### config.mk
export PLATFORM = sky130hd
export DESIGN_NAME = utf8_or_codepage_char_decoder_flat
export DESIGN_NICKNAME = d
export VERILOG_FILES = /design/src/ucd_pkg.sv /design/src/ucd_if.sv /design/src/utf8_or_codepage_char_decoder.sv /design/src/ucd_in_reg.sv /design/src/ucd_core.sv /design/src/ucd_out_reg.sv /design/src/flat_wrapper.sv
export SDC_FILE = /design/constraint.sdc
export NUM_CORES = 1
export LEC_CHECK = 0
export BUFFER_PORTS_ARGS = -buffer_cell sky130_fd_sc_hd__buf_2
export CAP_MARGIN = 30
export CORE_MARGIN = 2
export CORE_UTILIZATION = 50
export CTS_CLUSTER_SIZE = 8
export DETAILED_ROUTE_END_ITERATION = 10
export HOLD_SLACK_MARGIN = 0.15
export PLACE_DENSITY = 0.76
export SLEW_MARGIN = 30
export SYNTH_ARGS = -nofsm -noshare
export SYNTH_HDL_FRONTEND = slang
export SYNTH_SLANG_ARGS = --single-unit
export TNS_END_PERCENT = 100
### constraint.sdc
create_clock -name clk -period 2.95 [get_ports clk]
set_input_delay 0.59 -clock clk [delete_from_list [all_inputs] [get_ports clk]]
set_output_delay 0.59 -clock clk [all_outputs]
set_load 0.02 [all_outputs]
### src/ucd_pkg.sv
package ucd_pkg;

  localparam int unsigned TableEntries = 256;

  typedef enum logic [0:0] {
    CFG_UTF8_MODE    = 1'b0,
    CFG_UNKNOWN_CHAR = 1'b1
  } cfg_idx_t;

  localparam logic [7:0] LeadInvalid  = 8'hf0;
  localparam logic [7:0] LeadAscii    = 8'h80;
  localparam logic [7:0] LeadThree    = 8'he0;
  localparam logic [1:0] ContTag      = 2'b10;

  typedef struct packed {
    logic [15:0] code_point;
    logic [1:0]  byte_count;
    logic        parse_error;
  } result_t;

  typedef struct packed {
    logic        utf8_mode;
    logic [15:0] unknown_char;
  } cfg_t;

  typedef struct packed {
    logic       valid;
    logic [7:0] byte_in;
  } stage_t;

  localparam logic [15:0] CpRom [TableEntries] = '{
    16'h0000, 16'h0000, 16'h0000, 16'h0000, 16'h0000, 16'h0000, 16'h0006, 16'h0007,
    16'h0008, 16'h0009, 16'h000a, 16'h000b, 16'h000c, 16'h000d, 16'h000e, 16'h000f,
    16'h00a0, 16'h0000, 16'h0000, 16'h0000, 16'h0000, 16'h0000, 16'h0000, 16'h0000,
    16'h0000, 16'h0000, 16'h0000, 16'h0000, 16'h0000, 16'h0000, 16'h0000, 16'h0000,
    16'h0020, 16'h0021, 16'h0022, 16'h0023, 16'h0024, 16'h0025, 16'h0026, 16'h0027,
    16'h0028, 16'h0029, 16'h002a, 16'h002b, 16'h002c, 16'h002d, 16'h002e, 16'h002f,
    16'h0030, 16'h0031, 16'h0032, 16'h0033, 16'h0034, 16'h0035, 16'h0036, 16'h0037,
    16'h0038, 16'h0039, 16'h003a, 16'h003b, 16'h003c, 16'h003d, 16'h003e, 16'h003f,
    16'h0040, 16'h0041, 16'h0042, 16'h0043, 16'h0044, 16'h0045, 16'h0046, 16'h0047,
    16'h0048, 16'h0049, 16'h004a, 16'h004b, 16'h004c, 16'h004d, 16'h004e, 16'h004f,
    16'h0050, 16'h0051, 16'h0052, 16'h0053, 16'h0054, 16'h0055, 16'h0056, 16'h0057,
    16'h0058, 16'h0059, 16'h005a, 16'h005b, 16'h005c, 16'h005d, 16'h005e, 16'h005f,
    16'h0060, 16'h0061, 16'h0062, 16'h0063, 16'h0064, 16'h0065, 16'h0066, 16'h0067,
    16'h0068, 16'h0069, 16'h006a, 16'h006b, 16'h006c, 16'h006d, 16'h006e, 16'h006f,
    16'h0070, 16'h0071, 16'h0072, 16'h0073, 16'h0074, 16'h0075, 16'h0076, 16'h0077,
    16'h0078, 16'h0079, 16'h007a, 16'h007b, 16'h007c, 16'h007d, 16'h007e, 16'h0000,
    16'h20ac, 16'h0000, 16'h201a, 16'h0192, 16'h201e, 16'h2026, 16'h2020, 16'h2021,
    16'h02c6, 16'h2030, 16'h0160, 16'h2039, 16'h0152, 16'h0000, 16'h017d, 16'h0000,
    16'h0000, 16'h2018, 16'h2019, 16'h201c, 16'h201d, 16'h2022, 16'h2013, 16'h2014,
    16'h02dc, 16'h2122, 16'h0161, 16'h203a, 16'h0153, 16'h0000, 16'h017e, 16'h0178,
    16'h0000, 16'h00a1, 16'h00a2, 16'h00a3, 16'h00a4, 16'h00a5, 16'h00a6, 16'h00a7,
    16'h00a8, 16'h00a9, 16'h00aa, 16'h00ab, 16'h00ac, 16'h00ad, 16'h00ae, 16'h00af,
    16'h00b0, 16'h00b1, 16'h00b2, 16'h00b3, 16'h00b4, 16'h00b5, 16'h00b6, 16'h00b7,
    16'h00b8, 16'h00b9, 16'h00ba, 16'h00bb, 16'h00bc, 16'h00bd, 16'h00be, 16'h00bf,
    16'h00c0, 16'h00c1, 16'h00c2, 16'h00c3, 16'h00c4, 16'h00c5, 16'h00c6, 16'h00c7,
    16'h00c8, 16'h00c9, 16'h00ca, 16'h00cb, 16'h00cc, 16'h00cd, 16'h00ce, 16'h00cf,
    16'h00d0, 16'h00d1, 16'h00d2, 16'h00d3, 16'h00d4, 16'h00d5, 16'h00d6, 16'h00d7,
    16'h00d8, 16'h00d9, 16'h00da, 16'h00db, 16'h00dc, 16'h00dd, 16'h00de, 16'h00df,
    16'h00e0, 16'h00e1, 16'h00e2, 16'h00e3, 16'h00e4, 16'h00e5, 16'h00e6, 16'h00e7,
    16'h00e8, 16'h00e9, 16'h00ea, 16'h00eb, 16'h00ec, 16'h00ed, 16'h00ee, 16'h00ef,
    16'h00f0, 16'h00f1, 16'h00f2, 16'h00f3, 16'h00f4, 16'h00f5, 16'h00f6, 16'h00f7,
    16'h00f8, 16'h00f9, 16'h00fa, 16'h00fb, 16'h00fc, 16'h00fd, 16'h00fe, 16'h00ff
  };

endpackage

### src/ucd_if.sv
interface ucd_byte_if;
  logic       valid;
  logic       ready;
  logic [7:0] byte_in;

  modport source (output valid, output byte_in, input ready);
  modport sink   (input valid, input byte_in, output ready);
endinterface

interface ucd_char_if;
  logic        valid;
  logic        ready;
  logic [15:0] code_point;
  logic [1:0]  byte_count;
  logic        parse_error;

  modport source (output valid, output code_point, output byte_count,
                  output parse_error, input ready);
  modport sink   (input valid, input code_point, input byte_count,
                  input parse_error, output ready);
endinterface

### src/utf8_or_codepage_char_decoder.sv
// UTF-8 / code-page character decoder.
// in_if carries one raw byte word per handshake; out_if carries one UCS-2
// character word (code_point, byte_count, parse_error) per completed character.
// Bytes that open or continue a multi-byte sequence give no output word.
// cfg_we writes register cfg_index (utf8_mode, unknown_char) from cfg_data;
// write only while no word is in flight.
// A byte accepted into the input register shows its character at out_if once
// it has moved on into the result register. Throughput is one byte per cycle
// while out_if does not stall; the decode state and the code-page table
// lookup sit in the single logic stage between the two registers.
// Reset (rst_n low, synchronous) empties both registers, clears any pending
// sequence, selects UTF-8 mode and sets unknown_char to zero.
// When out_if stalls, the result register holds its word; one more byte is
// taken into the input register, then in_if.ready drops until out_if moves.
module utf8_or_codepage_char_decoder (
  input  logic               clk,
  input  logic               rst_n,
  ucd_byte_if.sink           in_if,
  ucd_char_if.source         out_if,
  input  logic               cfg_we,
  input  ucd_pkg::cfg_idx_t  cfg_index,
  input  logic [15:0]        cfg_data
);

  ucd_pkg::cfg_t    cfg_r;
  ucd_pkg::stage_t  stage;
  ucd_pkg::result_t res;
  ucd_pkg::result_t out_res;
  logic             emit;
  logic             can_load;
  logic             advance;

  always_ff @(posedge clk) begin
    if (!rst_n) begin
      cfg_r.utf8_mode    <= 1'b1;
      cfg_r.unknown_char <= '0;
    end else if (cfg_we) begin
      unique case (cfg_index)
        ucd_pkg::CFG_UTF8_MODE:    cfg_r.utf8_mode    <= cfg_data[0];
        ucd_pkg::CFG_UNKNOWN_CHAR: cfg_r.unknown_char <= cfg_data;
        default: ;
      endcase
    end
  end

  assign advance = stage.valid && can_load;

  ucd_in_reg u_in (
    .clk      (clk),
    .rst_n    (rst_n),
    .in_valid (in_if.valid),
    .in_byte  (in_if.byte_in),
    .in_ready (in_if.ready),
    .advance  (advance),
    .stage    (stage)
  );

  ucd_core u_core (
    .clk     (clk),
    .rst_n   (rst_n),
    .advance (advance),
    .byte_in (stage.byte_in),
    .cfg     (cfg_r),
    .emit    (emit),
    .res     (res)
  );

  ucd_out_reg u_out (
    .clk       (clk),
    .rst_n     (rst_n),
    .load      (advance && emit),
    .res       (res),
    .can_load  (can_load),
    .out_valid (out_if.valid),
    .out_ready (out_if.ready),
    .out_res   (out_res)
  );

  assign out_if.code_point  = out_res.code_point;
  assign out_if.byte_count  = out_res.byte_count;
  assign out_if.parse_error = out_res.parse_error;

endmodule

### src/ucd_in_reg.sv
module ucd_in_reg (
  input  logic            clk,
  input  logic            rst_n,
  input  logic            in_valid,
  input  logic [7:0]      in_byte,
  output logic            in_ready,
  input  logic            advance,
  output ucd_pkg::stage_t stage
);

  logic       valid_r, valid_nxt;
  logic [7:0] byte_r;

  assign in_ready  = !valid_r || advance;
  assign valid_nxt = in_ready ? in_valid : valid_r;

  always_ff @(posedge clk) begin
    if (!rst_n) begin
      valid_r <= 1'b0;
    end else begin
      valid_r <= valid_nxt;
    end
  end

  always_ff @(posedge clk) begin
    if (in_ready && in_valid) begin
      byte_r <= in_byte;
    end
  end

  assign stage.valid   = valid_r;
  assign stage.byte_in = byte_r;

endmodule

### src/ucd_core.sv
module ucd_core (
  input  logic             clk,
  input  logic             rst_n,
  input  logic             advance,
  input  logic [7:0]       byte_in,
  input  ucd_pkg::cfg_t    cfg,
  output logic             emit,
  output ucd_pkg::result_t res
);

  logic [1:0]  pending_r, pending_nxt;
  logic [1:0]  seen_r, seen_nxt;
  logic [11:0] partial_r, partial_nxt;
  logic [15:0] table_cp;

  assign table_cp = ucd_pkg::CpRom[byte_in];

  always_comb begin
    pending_nxt     = pending_r;
    seen_nxt        = seen_r;
    partial_nxt     = partial_r;
    emit            = 1'b0;
    res.code_point  = '0;
    res.byte_count  = 2'd1;
    res.parse_error = 1'b0;
    if (!cfg.utf8_mode) begin
      pending_nxt    = '0;
      seen_nxt       = '0;
      partial_nxt    = '0;
      emit           = 1'b1;
      res.code_point = (table_cp == 16'h0000) ? cfg.unknown_char : table_cp;
    end else if (pending_r == 2'd0) begin
      if (byte_in >= ucd_pkg::LeadInvalid) begin
        emit            = 1'b1;
        res.parse_error = 1'b1;
      end else if (byte_in < ucd_pkg::LeadAscii) begin
        emit           = 1'b1;
        res.code_point = {8'h00, byte_in};
      end else begin
        seen_nxt = 2'd1;
        if (byte_in < ucd_pkg::LeadThree) begin
          pending_nxt = 2'd1;
          partial_nxt = {7'd0, byte_in[4:0]};
        end else begin
          pending_nxt = 2'd2;
          partial_nxt = {8'd0, byte_in[3:0]};
        end
      end
    end else if (byte_in[7:6] != ucd_pkg::ContTag) begin
      emit            = 1'b1;
      res.parse_error = 1'b1;
      res.byte_count  = seen_r + 2'd1;
      pending_nxt     = '0;
      seen_nxt        = '0;
      partial_nxt     = '0;
    end else if (pending_r == 2'd1) begin
      emit           = 1'b1;
      res.code_point = {partial_r[9:0], byte_in[5:0]};
      res.byte_count = seen_r + 2'd1;
      pending_nxt    = '0;
      seen_nxt       = '0;
      partial_nxt    = '0;
    end else begin
      pending_nxt = pending_r - 2'd1;
      seen_nxt    = seen_r + 2'd1;
      partial_nxt = {partial_r[5:0], byte_in[5:0]};
    end
  end

  always_ff @(posedge clk) begin
    if (!rst_n) begin
      pending_r <= '0;
      seen_r    <= '0;
      partial_r <= '0;
    end else if (advance) begin
      pending_r <= pending_nxt;
      seen_r    <= seen_nxt;
      partial_r <= partial_nxt;
    end
  end

endmodule

### src/ucd_out_reg.sv
module ucd_out_reg (
  input  logic             clk,
  input  logic             rst_n,
  input  logic             load,
  input  ucd_pkg::result_t res,
  output logic             can_load,
  output logic             out_valid,
  input  logic             out_ready,
  output ucd_pkg::result_t out_res
);

  logic             valid_r, valid_nxt;
  ucd_pkg::result_t res_r;

  assign can_load = !valid_r || out_ready;

  always_comb begin
    valid_nxt = valid_r;
    if (load) begin
      valid_nxt = 1'b1;
    end else if (out_ready) begin
      valid_nxt = 1'b0;
    end
  end

  always_ff @(posedge clk) begin
    if (!rst_n) begin
      valid_r <= 1'b0;
    end else begin
      valid_r <= valid_nxt;
    end
  end

  always_ff @(posedge clk) begin
    if (load) begin
      res_r <= res;
    end
  end

  assign out_valid = valid_r;
  assign out_res   = res_r;

endmodule
### src/flat_wrapper.sv
// flat-port wrapper written by rule: the top's interface ports become plain ports
module utf8_or_codepage_char_decoder_flat 
  (clk, rst_n, cfg_we, cfg_index, cfg_data, in_if_valid, in_if_byte_in, in_if_ready, out_if_valid, out_if_code_point, out_if_byte_count, out_if_parse_error, out_if_ready);
  ucd_byte_if in_if_i ();
  ucd_char_if out_if_i ();
  input  logic clk;
  input  logic rst_n;
  input  logic cfg_we;
  input  ucd_pkg::cfg_idx_t cfg_index;
  input  logic [15:0] cfg_data;
  input wire logic [$bits(in_if_i.valid)-1:0] in_if_valid;
  input wire logic [$bits(in_if_i.byte_in)-1:0] in_if_byte_in;
  output wire logic [$bits(in_if_i.ready)-1:0] in_if_ready;
  output wire logic [$bits(out_if_i.valid)-1:0] out_if_valid;
  output wire logic [$bits(out_if_i.code_point)-1:0] out_if_code_point;
  output wire logic [$bits(out_if_i.byte_count)-1:0] out_if_byte_count;
  output wire logic [$bits(out_if_i.parse_error)-1:0] out_if_parse_error;
  input wire logic [$bits(out_if_i.ready)-1:0] out_if_ready;
  assign in_if_i.valid = in_if_valid;
  assign in_if_i.byte_in = in_if_byte_in;
  assign in_if_ready = in_if_i.ready;
  assign out_if_valid = out_if_i.valid;
  assign out_if_code_point = out_if_i.code_point;
  assign out_if_byte_count = out_if_i.byte_count;
  assign out_if_parse_error = out_if_i.parse_error;
  assign out_if_i.ready = out_if_ready;
  utf8_or_codepage_char_decoder u_core (.clk(clk), .rst_n(rst_n), .in_if(in_if_i), .out_if(out_if_i), .cfg_we(cfg_we), .cfg_index(cfg_index), .cfg_data(cfg_data));
endmodule
* Yosys cells after proc, flatten, opt, wreduce, memory -nomap -nowiden
Memories as Yosys holds them, arrays and structs flattened.
Index checks and enable logic that the tools add are counted.
** Storage, ports and cells
- Memory bits (read-only) :: 4096
- Memories kept :: 1
- Register bits after elaboration :: 60
- Input bits :: 30
** Operators by class
- Bitwise gates (word level) :: 3
- Reduce and logical (&&, ||, !) cells :: 14
- $add $sub $neg :: 2
- Order comparisons :: 4
- Equality and inequality tests :: 4
- Mux-type cells :: 41
** Memory list
- (name not given) :: words 256, bits a word 16, read ports 1, clocked after memory_dff 0, write ports 0, RTL line ucd_core.sv:16 : assign table_cp = ucd_pkg::CpRom[byte_in];
** Operator list (number)
- 16-bit two-way mux :: 6
- 10-bit two-way mux :: 6
- 2-bit two-way mux :: 14
- 18-bit two-way mux :: 1
- 16-bit zero test :: 1
- 8-bit less-than comparator (second input constant) :: 2
- 8-bit two-way mux :: 2
- 1-bit two-way mux :: 11
- 9-bit greater-or-equal comparator (second input constant) :: 1
- 8-bit NOT with 9-bit output :: 1
- 8-bit greater-or-equal comparator (second input constant) :: 1
- 3-bit != test (second input constant) :: 2
- 5-bit two-way mux :: 1
- 2-bit AND reduction :: 2
- 1-bit logical AND :: 3
- 3-bit AND reduction :: 1
- 2-bit by 1-bit adder with 2-bit output (second input constant) :: 1
- 2-bit by 1-bit == test with 1-bit output (second input constant) :: 1
- 1-bit zero test :: 2
- 2-bit zero test :: 1
- 1-bit logical OR :: 2
- 2-bit != test (second input constant) :: 1
- 1-bit NOT :: 2
- 2-bit nonzero test :: 1
- 2 further kinds :: 2

* Depth between registers and ports, before layout
Gate-level depths: netlist of run 1.
- Word-level depth :: 7
- Mapped depth :: 11
- Gate-level depth less buffers :: 9

* Cells and area by module
From an unflattened synthesis of run 1, not the netlist that was laid out.
** Unflattened totals
- Cells, all modules :: 425
- Area, all modules :: 3849.9 um^2
** Modules (own cells, without submodules)
- ucd_core :: area each 2198.4 um^2, cells an instance 307, instances 1
- utf8_or_codepage_char_decoder :: area each 726.9 um^2, cells an instance 81, instances 1
- ucd_out_reg :: area each 619.3 um^2, cells an instance 23, instances 1
- ucd_in_reg :: area each 305.3 um^2, cells an instance 14, instances 1

* Worst setup path before layout of run 1
OpenSTA, ideal clock, no wires.
- Path type :: reg-to-reg
- Start :: reg u_core.u_in.byte_r[0]
- End :: reg u_core.u_out.res_r, in the netlist u_core.u_out.out_res[8] (data pin)
- Required time :: 2810 ps
- Setup slack :: 221 ps
- Arrival time :: 2589 ps
- Clock period less this slack :: 2729 ps
- Cell stages (with the launch flop) :: 10
- Setup time :: 140 ps
- Path through :: edfxtp_1 > inv_1 > ha_1 > nand2b_1 > a21oi_1 > or4_4 > a211oi_2 > nand4_4 > o311a_1 > a21oi_2
** RTL lines
- from (decl) :: RTL line ucd_in_reg.sv:12 : logic [7:0] byte_r;
- from (signal assigned) :: RTL line ucd_in_reg.sv:27 : byte_r <= in_byte;
- to (signal assigned) :: RTL line ucd_out_reg.sv:36 : res_r <= res;
- to (decl) :: RTL line ucd_out_reg.sv:13 : ucd_pkg::result_t res_r;

==> run metrics, run 1 <==
status finished clean; CP max FO 19; dpl ws between 0.15 and 0.2 ns; die width ~90 um; vias in the first global route 3083; max_cap viols 0; Core Util, Final between 60% and 70%; FF-to-FF Start u_core.u_in.byte_r[3]; Crit path largest cell delay around 0.62 ns; commonest cells after routing, fill and taps aside nand2_1, buf_2, buf_4; Synth top area share about 22%; later-pin clock latency in the skew report 0.34 ns; via count roughly 3400; Seq/Total Area, Yosys between 40% and 50%; CP required ~3.2 ns; reg-to-reg endpoint u_core.u_out.out_res[3]; Hold Path Class in -> reg; initial antenna violation count 0; antenna viol nets, final 0; TritonCTS buffer count 9; core area between 0.007 and 0.008 sq mm; GRT Total Usage a little over a quarter; fillers 653; largest net degree at the start of global routing 34; Max Buffers Root-to-Sink 2; ratio of cells with drive above 1 in the final layout 25.6%; Post-synth EDFFs 27; Setup CP Type reg -> reg; Syn. warnings 0; Max VDD drop about 450 uV; Slew Viols, Final 0; commonest non-fill, non-tap cell in the layout nand2_1; Rel. slew slack between 40% and 50%; post-cts sizing count 0; Fin. Hold Viols 0; Setup crit start kind register; Worst setup EP type register; # hold bufs at CTS 0; port buffer count 50; CTS tree done; worst setup path startpoint u_core.u_in.byte_r[3]; Tcrit/Tclk final between 90% and 100%; CTS H-tree lvls 3; fin nets between 500 and 600; minimum clock period ~2.8 ns; FFs w/ async S/R, synth 0%; final setup vio count 0; diode count 0; buffers and inverters on the worst path 2; Detailed Routing Iterations Pass 1 5; DRC violations left 0; Arr. time, crit path around 3 ns; Die H slightly below 90 um; LEAKAGE ~1.7 nW; Worst Tran Pin Value about 0.8 ns; Syn Area/Cell roughly 8.9 sq um; Setup TNS 0 ns; Initial Utilization 50.8%; GP Congestion about 0.96; hold_sp in_if_byte_in[0]; die area ~0.008 sq mm; Post-Route WL a little over 10000 um; fmax ~360 MHz; CTS clk-pin slew, worst paths roughly 0.070 ns; Min-Delay Endpoint u_core.u_in.byte_r[0]; first-pass GRT wire length roughly 16000 um; HPWL reported at the end of detailed placement between 7000 and 8000 um; total chip power around 2.1 mW; top_reg_cell synth dfxtp_1; flops & latches, synth 60; Synth cell types 66; RSZ-0062 raised after global routing false; cell count after synthesis between 400 and 500; synthesis-to-layout area growth 21.2%; num ports 51; WHS between 0.4 and 0.5 ns; cell family with most CP delay simple AND/OR/NAND/NOR gates; Rows 31; Yosys top cell by area edfxtp_1; Worst path slowest cell edfxtp_1; Multi-input gate area around 0.0020 sq mm; R2R cell count 9; P per Cell Area about 480 mW/mm^2; Overflow after GRT 0; postcts setup bufs 0; CTS sink count 60; post-DR wirelength/cell roughly 17 um; clock skew roughly 0.011 ns; Mapped Area roughly 0.0036 sq mm; root buffer cell clkbuf_8; Vias per Instance between 5 and 6; R2R Setup Slk 0.15 ns; Hold Path Cell Cnt 1; drt initial violations between 300 and 400; critical path, cell by cell buf_12 -> nand2_4 -> o31ai_1 -> or4_4 -> a211oi_2 -> nand4_4 -> buf_12 -> o31ai_1 -> o21a_1; sequential cell area between 0.001 and 0.0015 sq mm; syn_nets 451; largest cells by area after synthesis edfxtp_1, dfxtp_1, a21boi_0, nand2_1, ha_1; setup ws final ~0.15 ns
## synth_stat cells (2+ instances only)
master and count:
nor3_1 14, a22o_1 2, nor2b_1 6, o22ai_1 2, a21o_1 3, ha_1 11, nand2_1 60, a31oi_1 6
a21boi_0 32, o41ai_1 2, and2_1 6, buf_6 5, dfxtp_1 33, nor4_1 3, nand3_1 16, buf_2 3
o31a_1 2, o2111ai_1 2, buf_4 3, o21a_1 5, mux2i_1 7, o31ai_1 8, a31o_2 3, a221oi_2 2
inv_1 19, nand2b_1 14, clkbuf_1 18, or2_1 2, a32o_1 7, a21oi_1 11, edfxtp_1 27, nand4_1 4
o21ai_0 19, nor2_1 21
## worst register-to-register path: cells and delay by family, from the launching register on
family	cells	cell delay [ns]
flops	1	0.62
simple gates	3	0.83
compound gates	4	0.79
buf+inv	2	0.44
## power breakdown
part / internal (mW) / switching [mW] / total, mW
Combinational: 0.154 / 0.215 / 0.369
Sequential: 0.904 / 0.0295 / 0.934
Clock: 0.445 / 0.358 / 0.803
Total: 1.50 / 0.602 / 2.11
## per-stage QoR
stage | instances | cell area, sq um
floorplan | 410 | 3650
global placement | 568 | 4190
detailed placement | 568 | 4190
CTS | 584 | 4410
global route | 584 | 4420
finish | 584 | 4420
## worst max path at each step
stage / to / slack, ns / cells after the start
3_5_place_dp: u_core.u_out.out_res[9] / 0.19 / 9
3_3_place_gp: u_core.u_out.out_res[7] / 0.28 / 11
2_1_floorplan: u_core.u_out.out_res[8] / 0.22 / 9
5_1_grt: u_core.u_out.out_res[3] / 0.005 / 10
6_report: u_core.u_out.out_res[3] / 0.15 / 9
4_1_cts: u_core.u_out.out_res[3] / 0.12 / 10
## metal layers
metal	global-route usage [%]	routed length (um)	vias to the layer above
li1	-	-	1632
met1	40.1	4640	1584
met2	40.1	4670	137
met3	4.89	619	17
met4	9.09	201	0
met5	0	0	-
## cells by family (layout without fill, tap and decap cells)
logic type	Yosys count	in the layout	share of synthesized area, %
flops	60	60	40.3
compound gates	121	121	24.3
fa+ha+maj	11	11	3.77
xor+xnor	1	1	0.240
mux	8	8	2.54
simple gates	161	161	22.4
buf+inv	48	123	6.38
## area by class of cell
cell class / instances / area share, %
inverters: 19 / 1.61
multi-input cells: 302 / 44.4
repair buffers: 88 / 13.0
clock buffers: 10 / 3.37
well taps: 99 / 2.80
flip-flops and latches: 60 / 33.3
clock inverters: 6 / 1.56
## sequential cells by signal, indices dropped and copies added (netlist names)
| signal | flops |
|---|---|
| u_core.cfg_r | 17 |
| u_core.u_core.partial_r | 10 |
| u_core.u_in.valid_r | 1 |
| u_core.u_out.out_res | 19 |
| u_core.u_in.byte_r | 8 |
| u_core.u_core.seen_r | 2 |
| u_core.u_out.out_valid | 1 |
| u_core.u_core.pending_r | 2 |
Note: power is estimated with default switching activity, not from simulation.
==> inputs of run 2 (changes only) <==
--- a/config.mk
+++ b/config.mk
@@ -5,6 +5,7 @@
 export SDC_FILE = /design/constraint.sdc
 export NUM_CORES = 1
 export LEC_CHECK = 0
+export ABC_AREA = 1
 export BUFFER_PORTS_ARGS = -buffer_cell sky130_fd_sc_hd__buf_2
 export CAP_MARGIN = 30
 export CORE_MARGIN = 2
@@ -16,5 +17,6 @@
 export SLEW_MARGIN = 30
 export SYNTH_ARGS = -nofsm -noshare
 export SYNTH_HDL_FRONTEND = slang
+export SYNTH_HIERARCHICAL = 1
 export SYNTH_SLANG_ARGS = --single-unit
 export TNS_END_PERCENT = 100
==> run 2 against run 1 <==
Core utilization fell by 3.0 points. Synthesized area grew 5.2%. Sequential share of layout area up 0.96 points. Design area is 2.8% lower. Sequential cell count unchanged. Hold slack better by 0.014 ns. Critical path depth up 7. Worst setup slack better by 0.20 ns.
==> run metrics, run 2 <==
reg-to-reg endpoint u_core/u_out/out_res[9] (was u_core.u_out.out_res[3]); Max Buffers Root-to-Sink 2 (unchanged); HPWL reported at the end of detailed placement 7340 um (was 7480 um); commonest cells after routing, fill and taps aside nand2_1, inv_1, nor2_1 (was nand2_1, buf_2, buf_4); # hold bufs at CTS 0 (unchanged); Setup CP Type reg -> reg (unchanged); total chip power 2.12 mW (was 2.11 mW); diode count 0 (unchanged); Synth top area share 21.1% (was 22.2%); Worst setup EP type register (unchanged); Hold Path Class in -> reg (unchanged); Psw 0.662 mW (was 0.602 mW); drt initial violations 346 (was 309); Rel. slew slack 44.1% (was 45.7%); num ports 51 (unchanged); combinational power share 19.5% (was 17.5%); initial antenna violation count 0 (unchanged); status finished clean (unchanged); vias in the first global route 3328 (was 3083); Reg power frac 45.6% (was 44.3%); Tcrit/Tclk final 88.3% (was 95.0%); critical path, cell by cell inv_1 -> ha_1 -> nand2_1 -> nand3_1 -> nand3_1 -> nand2_1 -> nand2_1 -> nand2_1 -> nand2_1 -> nand2_1 -> nor2_1 -> buf_4 -> nand2_2 -> nand2_1 -> nand3_1 -> nand2_1 (was buf_12 -> nand2_4 -> o31ai_1 -> or4_4 -> a211oi_2 -> nand4_4 -> buf_12 -> o31ai_1 -> o21a_1); Slew Viols, Final 0 (unchanged); count leader, synth nand2_1 (unchanged); post-cts sizing count 0 (unchanged); R2R cell count 16 (was 9); Crit path largest cell delay 0.39 ns (was 0.62 ns); largest cells by area after synthesis edfxtp_1, dfxtp_1, nand2_1, inv_1, nor2_1 (was edfxtp_1, dfxtp_1, a21boi_0, nand2_1, ha_1); RSZ-0062 raised after global routing false (unchanged); FF-to-FF Start u_core/u_in/byte_r[1] (was u_core.u_in.byte_r[3]); Seq/Total Area, Yosys 38.4% (was 40.3%); CTS tree done (unchanged); max reg flops 19 (unchanged); final setup vio count 0 (unchanged); Post-Route WL 9920 um (was 10100 um); Synth cell types 36 (was 66); Mapped Area 0.00384 sq mm (was 0.00365 sq mm); DRC violations left 0 (unchanged); die width 91.6 um (was 89.4 um); GRT Total Usage 24.3% (was 27.2%); CTS H-tree lvls 3 (unchanged); Max VDD drop 368 uV (was 448 uV); internal power 1.45 mW (was 1.50 mW); Die H 91.6 um (was 89.4 um); Hold Path Cell Cnt 1 (unchanged); FFs w/ async S/R, synth 0% (unchanged); Setup TNS 0 ns (unchanged); Setup crit start kind register (unchanged); postcts setup bufs 0 (unchanged); P per Cell Area 493 mW/mm^2 (was 477 mW/mm^2); first-pass GRT wire length 16400 um (was 16300 um); Min-Delay Endpoint u_core/u_in/byte_r[7] (was u_core.u_in.byte_r[0]); antenna viol nets, final 0 (unchanged); R2R Setup Slk 0.35 ns (was 0.15 ns); via count 3661 (was 3370); minimum clock period 2.60 ns (was 2.80 ns); largest net degree at the start of global routing 33 (was 34); CP dominant cell by count nand2_1; Initial Utilization 52.3% (was 50.8%); CTS sink count 60 (unchanged); Syn Area/Cell 7.05 sq um (was 8.90 sq um); Vias per Instance 5.25 (was 5.77); top_reg_cell synth dfxtp_1 (unchanged); Yosys top cell by area edfxtp_1 (unchanged); Arr. time, crit path 2.68 ns (was 3.01 ns); port buffer count 50 (unchanged); hold_sp in_if_byte_in[7] (was in_if_byte_in[0]); Net Sw Frac 31.3% (was 28.6%); fin nets 634 (was 521); buffers and inverters on the worst path 2 (unchanged); Overflow after GRT 0 (unchanged); Commonest cells post-synth nand2_1, inv_1, nor2_1 (was nand2_1, dfxtp_1, a21boi_0); ratio of cells with drive above 1 in the final layout 18.7% (was 25.6%); Detailed Routing Iterations Pass 1 5 (unchanged); Post-synth EDFFs 27 (unchanged); synthesis-to-layout area growth 12.0% (was 21.2%); CP max FO 12 (was 19); Fin. Hold Viols 0 (unchanged); worst setup path startpoint u_core/u_in/byte_r[1] (was u_core.u_in.byte_r[3]); max_cap viols 0 (unchanged); core area 0.00733 sq mm (was 0.00718 sq mm); LEAKAGE 2.08 nW (was 1.71 nW); WHS 0.439 ns (was 0.424 ns); fmax 384 MHz (was 357 MHz); Rows 31 (unchanged); cell count after synthesis 544 (was 410); CP required 3.02 ns (was 3.15 ns); later-pin clock latency in the skew report 0.33 ns (was 0.34 ns); Clk pwr share 34.9% (was 38.1%); root buffer cell clkbuf_8 (unchanged); Worst Tran Pin Value 0.829 ns (was 0.808 ns); Worst path slowest cell ha_1 (was edfxtp_1); commonest non-fill, non-tap cell in the layout nand2_1 (unchanged); clock skew 0.0131 ns (was 0.0109 ns); post-DR wirelength/cell 14.2 um (was 17.4 um); flops & latches, synth 60 (unchanged); die area 0.00839 sq mm (was 0.00799 sq mm); CTS clk-pin slew, worst paths 0.07 ns (about the same); syn_nets 585 (was 451); TritonCTS buffer count 9 (unchanged); GP Congestion 0.968 (was 0.956); Syn. warnings 6 (was 0); cell family with most CP delay simple AND/OR/NAND/NOR gates (unchanged)
-- run 2: layout make-up --
class | count | area, sq um
Clock buffer | 9 | 124
Clock inverter | 7 | 75.1
Fill cell | 681 | 3040
Inverter | 75 | 284
Multi-Input combinational cell | 385 | 1880
Sequential cell | 60 | 1470
Tap cell | 99 | 124
Timing Repair Buffer | 62 | 340
-- run 2: worst max path at each step --
stage / endpoint / slack, ns / depth (start not counted)
CTS: u_core/u_out/out_res[9] / 0.39 / 16
global route: u_core/u_out/out_res[10] / 0.04 / 15
global placement: u_core/u_out/out_res[4] / 0.45 / 16
detailed placement: u_core/u_out/out_res[9] / 0.40 / 16
finish: u_core/u_out/out_res[9] / 0.35 / 16
floorplan: u_core/u_out/out_res[0] / 0.55 / 9
-- run 2: kinds of logic (layout without fill, tap and decap cells) --
family                   after synthesis  after routing  synth area share (%)
AND/OR/NAND/NOR                      307            307                  35.1
buffers and inverters                 99            153                  12.7
AO/OA/AOI/OAI                         66             66                  10.0
flip-flops                            60             60                  38.4
adder cells (fa/ha/maj)               11             11                  3.59
XOR/XNOR                               1              1                 0.228
-- run 2: metrics by stage --
step	instances	setup slack [ns]	instance area, sq um	util [%]
3_3_place_gp	681	0.448	4100	55.9
2_1_floorplan	544	0.553	3840	-
5_1_grt	697	0.0376	4300	58.6
6_report	697	0.346	4300	58.6
3_5_place_dp	681	0.400	4100	55.9
4_1_cts	697	0.394	4300	58.6
-- run 2: power groups by stage --
stage | combinational, mW | clock, mW | sequential (mW)
6_report | 0.414 | 0.738 | 0.964
3_5_place_dp | 0.406 | 0 | 0.983
2_1_floorplan | 0.294 | 0 | 0.986
3_3_place_gp | 0.406 | 0 | 0.981
4_1_cts | 0.408 | 0.750 | 0.964
5_1_grt | 0.461 | 0.789 | 0.970
-- run 2: per-layer routing --
| metal | up-vias | global-route usage, % | part of all wire [%] |
|---|---|---|---|
| met5 | - | 0 | 0 |
| met3 | 8 | 3.65 | 8.3 |
| li1 | 1841 | - | - |
| met4 | 0 | 5.93 | 0.82 |
| met2 | 178 | 36.9 | 44 |
| met1 | 1634 | 36.0 | 47 |
